**config.mk**
```make
export PLATFORM = sky130hd
export DESIGN_NAME = selection_sort_counting_unit
export DESIGN_NICKNAME = d
export VERILOG_FILES = /design/src/rtl/ssc_pkg.sv /design/src/rtl/ssc_seq.sv /design/src/rtl/selection_sort_counting_unit.sv
export SDC_FILE = /design/constraint.sdc
export NUM_CORES = 2
export LEC_CHECK = 0
export ABC_AREA = 0
export ABC_CLOCK_PERIOD_IN_PS = 5000
export BUFFER_PORTS_ARGS = -buffer_cell sky130_fd_sc_hd__buf_2
export CAP_MARGIN = 20
export CORE_MARGIN = 2
export CORE_UTILIZATION = 45
export CTS_BUF_LIST = sky130_fd_sc_hd__clkbuf_8
export DETAILED_ROUTE_END_ITERATION = 8
export SLEW_MARGIN = 15
export SYNTH_ARGS = -nofsm -noshare
export SYNTH_HDL_FRONTEND = slang
export SYNTH_HIERARCHICAL = 1
export SYNTH_SLANG_ARGS = --single-unit
```
**constraint.sdc**
```tcl
create_clock -name clk -period 5 [get_ports clk]
set_input_delay 1 -clock clk [delete_from_list [all_inputs] [get_ports clk]]
set_output_delay 1 -clock clk [all_outputs]
set_load 0.005 [all_outputs]
```
**src/rtl/ssc_pkg.sv**
```systemverilog
`timescale 1ns / 1ps
// ----------------------------------------------------------------------------
// Selection sort unit package
// Control word layout, step codes and the microcode table shared by the
// sequencer and the datapath of the selection sort unit.
// ----------------------------------------------------------------------------
package ssc_pkg;

	localparam int MAX_ITEMS_DEF = 64;

	localparam int VALUE_W    = 32;
	localparam int POSITION_W = 6;
	localparam int COMPARE_W  = 11;
	localparam int SWAP_W     = 6;

	localparam int DATA_W = 32;
	localparam int ADDR_W = 3;

	// Register word index of the sort direction register.
	localparam logic REG_SORT_DESCENDING = 1'b0;

	// Step codes of the control program.
	typedef logic [3:0] step_t;
	localparam step_t ST_IDLE   = 4'd0;
	localparam step_t ST_OUTER  = 4'd1;
	localparam step_t ST_FIRST  = 4'd2;
	localparam step_t ST_SCAN   = 4'd3;
	localparam step_t ST_SWAP_A = 4'd4;
	localparam step_t ST_SWAP_B = 4'd5;
	localparam step_t ST_EMIT0  = 4'd6;
	localparam step_t ST_EMIT   = 4'd7;
	localparam step_t ST_FIN    = 4'd8;

	// Source of the memory read address.
	typedef enum logic [1:0] {
		RD_I     = 2'd0,
		RD_J     = 2'd1,
		RD_ZERO  = 2'd2,
		RD_INEXT = 2'd3
	} rd_sel_t;

	// Branch condition. A true condition loads the target, a false one
	// falls through to the next step; the launch condition holds instead.
	typedef enum logic [2:0] {
		C_NEXT      = 3'd0,
		C_GOTO      = 3'd1,
		C_LAUNCH    = 3'd2,
		C_I_LAST    = 3'd3,
		C_SCAN_MORE = 3'd4,
		C_EMIT_MORE = 3'd5
	} cond_t;

	typedef struct packed {
		rd_sel_t rd_sel;
		logic    set_j;
		logic    first;
		logic    scan;
		logic    wr_i;
		logic    wr_pick;
		logic    inc_i;
		logic    clr_i;
		logic    emit;
		logic    finish;
		cond_t   cond;
		step_t   target;
	} cw_t;

	// Status flags the datapath hands to the sequencer.
	typedef struct packed {
		logic launch;
		logic i_last;
		logic scan_more;
		logic emit_more;
	} status_t;

	function automatic cw_t ucode(input step_t step);
		cw_t cw;
		cw = '{rd_sel: RD_I, cond: C_NEXT, target: ST_IDLE, default: 1'b0};
		unique case (step)
			ST_IDLE: begin
				cw.cond   = C_LAUNCH;
				cw.target = ST_OUTER;
			end
			ST_OUTER: begin
				cw.rd_sel = RD_I;
				cw.set_j  = 1'b1;
				cw.cond   = C_I_LAST;
				cw.target = ST_EMIT0;
			end
			ST_FIRST: begin
				cw.rd_sel = RD_J;
				cw.first  = 1'b1;
			end
			ST_SCAN: begin
				cw.rd_sel = RD_J;
				cw.scan   = 1'b1;
				cw.cond   = C_SCAN_MORE;
				cw.target = ST_SCAN;
			end
			ST_SWAP_A: begin
				cw.wr_i = 1'b1;
			end
			ST_SWAP_B: begin
				cw.wr_pick = 1'b1;
				cw.inc_i   = 1'b1;
				cw.cond    = C_GOTO;
				cw.target  = ST_OUTER;
			end
			ST_EMIT0: begin
				cw.rd_sel = RD_ZERO;
				cw.clr_i  = 1'b1;
			end
			ST_EMIT: begin
				cw.rd_sel = RD_INEXT;
				cw.emit   = 1'b1;
				cw.inc_i  = 1'b1;
				cw.cond   = C_EMIT_MORE;
				cw.target = ST_EMIT;
			end
			ST_FIN: begin
				cw.finish = 1'b1;
				cw.cond   = C_GOTO;
				cw.target = ST_IDLE;
			end
			default: begin
				cw.cond   = C_GOTO;
				cw.target = ST_IDLE;
			end
		endcase
		return cw;
	endfunction

endpackage

```
**src/rtl/ssc_seq.sv**
```systemverilog
`timescale 1ns / 1ps
// ----------------------------------------------------------------------------
// Selection sort sequencer
// Step counter and microcode table; issues one control word per cycle.
// ----------------------------------------------------------------------------
module ssc_seq (
	input  logic             clk,
	input  logic             arst_n,
	input  ssc_pkg::status_t status,
	output ssc_pkg::cw_t     cw,
	output logic             busy
);

	ssc_pkg::step_t step_q;
	ssc_pkg::step_t step_next;
	ssc_pkg::step_t step_inc;

	assign cw       = ssc_pkg::ucode(step_q);
	assign busy     = (step_q != ssc_pkg::ST_IDLE);
	assign step_inc = step_q + ssc_pkg::step_t'(1);

	always_comb begin
		step_next = step_inc;
		unique case (cw.cond)
			ssc_pkg::C_NEXT:      step_next = step_inc;
			ssc_pkg::C_GOTO:      step_next = cw.target;
			ssc_pkg::C_LAUNCH:    step_next = status.launch ? cw.target : step_q;
			ssc_pkg::C_I_LAST:    step_next = status.i_last ? cw.target : step_inc;
			ssc_pkg::C_SCAN_MORE: step_next = status.scan_more ? cw.target : step_inc;
			ssc_pkg::C_EMIT_MORE: step_next = status.emit_more ? cw.target : step_inc;
			default:              step_next = ssc_pkg::ST_IDLE;
		endcase
	end

	always_ff @(posedge clk or negedge arst_n) begin
		if (!arst_n) begin
			step_q <= ssc_pkg::ST_IDLE;
		end else begin
			step_q <= step_next;
		end
	end

endmodule

```
**src/rtl/selection_sort_counting_unit.sv**
```systemverilog
`timescale 1ns / 1ps
// ----------------------------------------------------------------------------
// Selection sort unit with comparison and swap counts
// Loads a list of signed words, sorts it in place by selection sort and
// streams the sorted list out with the run's comparison and swap totals.
// ----------------------------------------------------------------------------
// A list is loaded one element per beat: an element is taken at each clock
// edge with start high and busy low, so loading runs at one element per
// cycle with busy staying low. The beat with is_final high ends the list and
// raises busy until the whole sorted list has been sent. The results leave
// as a burst of n beats, one per cycle, each marked by result_valid for a
// single cycle; the receiver cannot stall them and must take every beat.
// After the final beat of a list busy stays high while the list is sorted
// and sent, so the next list can start its first beat once busy is low
// again. The element memory, with one write and one read port, serves one
// comparison per cycle in the scan loop. For each of the first n-1 positions
// the element is read and the scan primed, then a swap is written in two
// halves. The output burst reads the memory once per beat. Closing steps
// check the last position and prime the first read of the burst, and the
// sequencer returns to idle after the burst. Items arriving when the list
// already holds MAX_ITEMS elements are dropped and flagged on overflowed.
// The sort direction register at byte address 0 selects ascending (0) or
// descending (1) order and is meant to be written only while busy is low.
// ----------------------------------------------------------------------------
module selection_sort_counting_unit #(
	parameter int MAX_ITEMS = ssc_pkg::MAX_ITEMS_DEF
) (
	input  logic                                   clk,
	input  logic                                   arst_n,
	// command side
	input  logic                                   start,
	output logic                                   busy,
	input  logic signed [ssc_pkg::VALUE_W-1:0]     item_value,
	input  logic                                   is_final,
	// result side
	output logic                                   result_valid,
	output logic signed [ssc_pkg::VALUE_W-1:0]     sorted_value,
	output logic        [ssc_pkg::POSITION_W-1:0]  position,
	output logic                                   run_end,
	output logic        [ssc_pkg::COMPARE_W-1:0]   compare_total,
	output logic        [ssc_pkg::SWAP_W-1:0]      swap_total,
	output logic                                   overflowed,
	// register port
	input  logic                                   psel,
	input  logic                                   penable,
	input  logic                                   pwrite,
	input  logic        [ssc_pkg::ADDR_W-1:0]      paddr,
	input  logic        [ssc_pkg::DATA_W-1:0]      pwdata,
	output logic        [ssc_pkg::DATA_W-1:0]      prdata,
	output logic                                   pready
);

	localparam int AW = $clog2(MAX_ITEMS);
	localparam int CW = $clog2(MAX_ITEMS + 1);

	// Element memory: one write and one registered read per cycle.
	logic [ssc_pkg::VALUE_W-1:0] mem [MAX_ITEMS];
	logic [ssc_pkg::VALUE_W-1:0] rd_q;
	logic [AW-1:0]               rd_addr;
	logic                        mem_we;
	logic [AW-1:0]               mem_wa;
	logic [ssc_pkg::VALUE_W-1:0] mem_wd;

	// Control state.
	logic [CW-1:0]                cnt_q;
	logic                         drop_q;
	logic                         desc_q;
	logic [ssc_pkg::COMPARE_W-1:0] cmp_q;
	logic [ssc_pkg::SWAP_W-1:0]   swp_q;

	// Sort working registers.
	logic [AW-1:0]               i_q;
	logic [AW-1:0]               j_q;
	logic [AW-1:0]               cidx_q;
	logic [AW-1:0]               pick_q;
	logic [AW-1:0]               last_q;
	logic [ssc_pkg::VALUE_W-1:0] best_q;
	logic [ssc_pkg::VALUE_W-1:0] ival_q;

	ssc_pkg::cw_t     cw;
	ssc_pkg::status_t status;

	logic accept;
	logic has_room;
	logic swap_needed;
	logic precedes;
	logic cfg_wr;

	ssc_seq u_seq (
		.clk    (clk),
		.arst_n (arst_n),
		.status (status),
		.cw     (cw),
		.busy   (busy)
	);

	assign accept      = start && !busy;
	assign has_room    = (cnt_q < CW'(MAX_ITEMS));
	assign swap_needed = (pick_q != i_q);

	assign status.launch    = accept && is_final;
	assign status.i_last    = (i_q == last_q);
	assign status.scan_more = (cidx_q != last_q);
	assign status.emit_more = (i_q != last_q);

	// The candidate from memory wins only when strictly ahead of the
	// current best, so the first of equal elements is kept.
	assign precedes = desc_q ? ($signed(rd_q) > $signed(best_q))
	                         : ($signed(rd_q) < $signed(best_q));

	always_comb begin
		case (cw.rd_sel)
			ssc_pkg::RD_I:     rd_addr = i_q;
			ssc_pkg::RD_J:     rd_addr = j_q;
			ssc_pkg::RD_ZERO:  rd_addr = '0;
			ssc_pkg::RD_INEXT: rd_addr = i_q + AW'(1);
			default:           rd_addr = i_q;
		endcase
	end

	// Write port: loading while idle, then the two halves of a swap.
	always_comb begin
		mem_we = 1'b0;
		mem_wa = cnt_q[AW-1:0];
		mem_wd = item_value;
		if (accept && has_room) begin
			mem_we = 1'b1;
		end else if (cw.wr_i && swap_needed) begin
			mem_we = 1'b1;
			mem_wa = i_q;
			mem_wd = best_q;
		end else if (cw.wr_pick && swap_needed) begin
			mem_we = 1'b1;
			mem_wa = pick_q;
			mem_wd = ival_q;
		end
	end

	always_ff @(posedge clk) begin
		if (mem_we) begin
			mem[mem_wa] <= mem_wd;
		end
		rd_q <= mem[rd_addr];
	end

	// Counters, flags and the direction register.
	assign cfg_wr = psel && penable && pwrite && pready;

	always_ff @(posedge clk or negedge arst_n) begin
		if (!arst_n) begin
			cnt_q  <= '0;
			drop_q <= 1'b0;
			desc_q <= 1'b0;
			cmp_q  <= '0;
			swp_q  <= '0;
		end else begin
			if (cfg_wr && (paddr[2] == ssc_pkg::REG_SORT_DESCENDING)) begin
				desc_q <= pwdata[0];
			end
			if (accept) begin
				if (has_room) begin
					cnt_q <= cnt_q + CW'(1);
				end else begin
					drop_q <= 1'b1;
				end
			end
			if (cw.scan) begin
				cmp_q <= cmp_q + ssc_pkg::COMPARE_W'(1);
			end
			if (cw.wr_i && swap_needed) begin
				swp_q <= swp_q + ssc_pkg::SWAP_W'(1);
			end
			if (cw.finish) begin
				cnt_q  <= '0;
				drop_q <= 1'b0;
				cmp_q  <= '0;
				swp_q  <= '0;
			end
		end
	end

	// Sort datapath driven by the control word.
	always_ff @(posedge clk) begin
		if (status.launch) begin
			i_q    <= '0;
			last_q <= has_room ? cnt_q[AW-1:0] : AW'(MAX_ITEMS - 1);
		end
		if (cw.set_j) begin
			j_q <= i_q + AW'(1);
		end
		if (cw.first) begin
			best_q <= rd_q;
			ival_q <= rd_q;
			pick_q <= i_q;
			cidx_q <= j_q;
			j_q    <= j_q + AW'(1);
		end
		if (cw.scan) begin
			if (precedes) begin
				best_q <= rd_q;
				pick_q <= cidx_q;
			end
			cidx_q <= j_q;
			j_q    <= j_q + AW'(1);
		end
		if (cw.inc_i) begin
			i_q <= i_q + AW'(1);
		end
		if (cw.clr_i) begin
			i_q <= '0;
		end
	end

	// Result beat: the memory word read in the previous step.
	assign result_valid  = cw.emit;
	assign sorted_value  = rd_q;
	assign position      = ssc_pkg::POSITION_W'(i_q);
	assign run_end       = status.i_last;
	assign compare_total = cmp_q;
	assign swap_total    = swp_q;
	assign overflowed    = drop_q;

	assign pready = 1'b1;
	assign prdata = (paddr[2] == ssc_pkg::REG_SORT_DESCENDING)
	              ? {{(ssc_pkg::DATA_W-1){1'b0}}, desc_q}
	              : '0;

endmodule
```
==> run_results.csv <==
group,metric,value,unit
sta,fmax,216.9,MHz
hold_path,min_to,"desc_q",
pwr,power_frac_seq,0.401,
placement,hpwl,136200,µm
setup_path,crit_type,"reg2reg",
layout,nNetsFinal,5129,
sta,clock-skew-final,0.05499,ns
sta,final-max-slew-violation-count,0,
pwr,comb_power_share,0.339,
layout,regArea,65270,µm²
floorplan,core,190000,µm²
sta,period_needed,4.610,ns
job,cap_violations,0,
status,outcome,"finished, final reports clean",
setup_path,arrival,5.54,ns
yosys,synthCells,4461,
setup_path,critPathCaptureType,"flop",
clocking,cts_resized,0,
clocking,h-tree-depth,5,
setup_path,reg2reg_to,"sorted_value[17]",
setup_path,worstPathMaxFanout,21,
sta,worstMarginPinSlew,1.064,ns
layout,fill_cells,15008,
clocking,tritoncts,"built",
global_routing,grt_pass1_wl,336200,µm
pwr,intPower,36.83,mW
pwr,pwr-share-clk,0.260,
route,dr.pass1.iters,5,
sta,rsz0062_at_grt,"false",
pwr,sw_frac_of_total,0.3303,
global_routing,grt_pass1_vias,46197,
clocking,clkTransAtPathRegs,0.07,ns
setup_path,slowest_delay,0.53,ns
floorplan,io_pins,166,
yosys,syn_avg_cell_area,19.28,µm²
clocking,cts.sinks,2204,
floorplan,fp.dieW,441.2,µm
pwr,powerDensity,553.4,nW/µm²
global_routing,gr-total-overflow,0,
hold_path,hold_depth,2,
sta,slew-limit-headroom,0.2891,
setup_path,rr_startpoint,"u_seq/step_q[0]",
clocking,clkLatencyLatePin,1.08,ns
pwr,power,55.00,mW
setup_path,r2r_cells,14,
setup_path,reg2reg_slack,0.39,ns
clocking,ctsHoldBuffers,1,
route,viasPerCell,5.969,
placement,port_buffers,100,
sta,setup_tns,0,ns
setup_path,crit_chain,"inv_1 > ha_1 > and2_2 > or2_2 > o21ai_0 > nor2_4 > nor2_8 > buf_12 > buf_12 > buf_4 > mux4_2 > a22oi_1 > nand2_1 > a211o_1",
global_routing,antenna_found_initial,10,
setup_path,critPathRequiredTime,5.93,ns
sta,finalCritPeriodShare,0.9219,
route,wire_per_inst,30.77,µm
placement,pre_cts_slack,0.4449,ns
floorplan,start_util,0.4528,
route,drcViolationCount,0,
route,routed_wl,239600,µm
floorplan,row_count,160,
setup_path,critical_path.slowest_cell,"mux4_2",
setup_path,crit_top_cell,"buf_12",
clocking,clock_path_buffers,4,
sta,setup_ws,0.3904,ns
clocking,cts_root_buf,"clkbuf_8",
sta,hold_viol,0,
route,ant_nets,0,
pwr,ir_drop,542.2,µV
pwr,p_leak,32.83,nW
hold_path,hold_path_startpoint,"pwdata[0]",
global_routing,grt_max_degree,65,
setup_path,crit_path_start_kind,"flop",
route,first_iter_violations,5408,
setup_path,cp_num_buf_inv,4,
global_routing,gr-usage-all-layers,0.2455,
yosys,netlist_area,86020,µm²
setup_path,critPathTopFamily,"simple AND/OR/NAND/NOR gates",
route,via_count,46481,
hold_path,hp-class,"in2reg",
layout,multi_input_area,20180,µm²
floorplan,die_h,441.2,µm
layout,drive_gt1_frac,0.2878,
clocking,postCtsSetupBuffers,0,
pwr,power.switching,18.17,mW
layout,syn_to_final_growth,15.55,%
layout,finalNonFillerCells,7787,
clocking,cts_buffers,358,
placement,place.gp.congestion,0.8294,
sta,final-setup-viol-count,0,
floorplan,die-area,194700,µm²
placement,numPlacedInstances,7164,
yosys,synth_warnings,6,
## metal layers
layer | part of all wire | up-vias | track usage
li1 | - | 19331 | -
met1 | 0.41 | 24686 | 0.3434
met2 | 0.47 | 2152 | 0.3885
met3 | 0.090 | 308 | 0.05218
met4 | 0.028 | 4 | 0.07630
met5 | 0.00010 | - | 0
## layout make-up
cell class | count | share of cell area
Antenna cell | 8 | 0.0002014
Clock buffer | 378 | 0.05234
Clock inverter | 236 | 0.01193
Inverter | 41 | 0.001548
Multi-Input combinational cell | 1955 | 0.2030
Sequential cell | 2204 | 0.6567
Tap cell | 2511 | 0.03161
Timing Repair Buffer | 454 | 0.04262
## cell usage in the layout, fill, tap and decap left out, types with 70 or more instances in the layout
cell         n
buf_2      100
buf_4      267
mux4_2     436
nand2_1    308
o22ai_1     87
nor2_4      70
buf_12      86
clkinv_1    77
edfxtp_1  2098
inv_1      149
clkbuf_8   378
nor2_1     134
dfxtp_1     76
nand3_1    119
## through the flow
step	instance area, µm²	util	hold WS, ns
after floorplan	86130	-	0.4638
after global placement	92980	0.4894	0.4816
after CTS	99380	0.5231	0.1040
after detailed placement	92980	0.4894	0.4838
final	99400	0.5232	0.1919
after global routing	99380	0.5231	0.1447
## flip-flops by register name, summed over array words and instances (netlist names)
name           count
cnt_q              7
compare_total     11
swap_total         6
j_q                6
mem             2048
position           6
pick_q             6
sorted_value      32
u_seq/step_q       4
best_q            32
ival_q            32
last_q             6
cidx_q             6
desc_q             1
overflowed         1
## worst max-delay path by stage
stage / startpoint / to / slack, ns / cells after the start
floorplan: start / mem[0][10] / 0.27 / 9
global placement: u_seq/step_q[0] / sorted_value[2] / 0.46 / 16
detailed placement: u_seq/step_q[0] / sorted_value[2] / 0.44 / 15
CTS: u_seq/step_q[0] / sorted_value[2] / 0.44 / 15
global route: u_seq/step_q[0] / sorted_value[1] / 0.22 / 15
finish: u_seq/step_q[0] / sorted_value[17] / 0.39 / 14
## power by group through the flow
stage                     Clock, mW  Sequential (mW)  Combinational [mW]
after detailed placement          0             22.4                18.6
after global routing           15.4             22.1                19.7
after global placement            0             22.4                18.5
after CTS                      14.6             22.1                18.6
after floorplan                   0             22.2                11.3
final                          14.3             22.1                18.6
(Power assumes the default switching activity.)
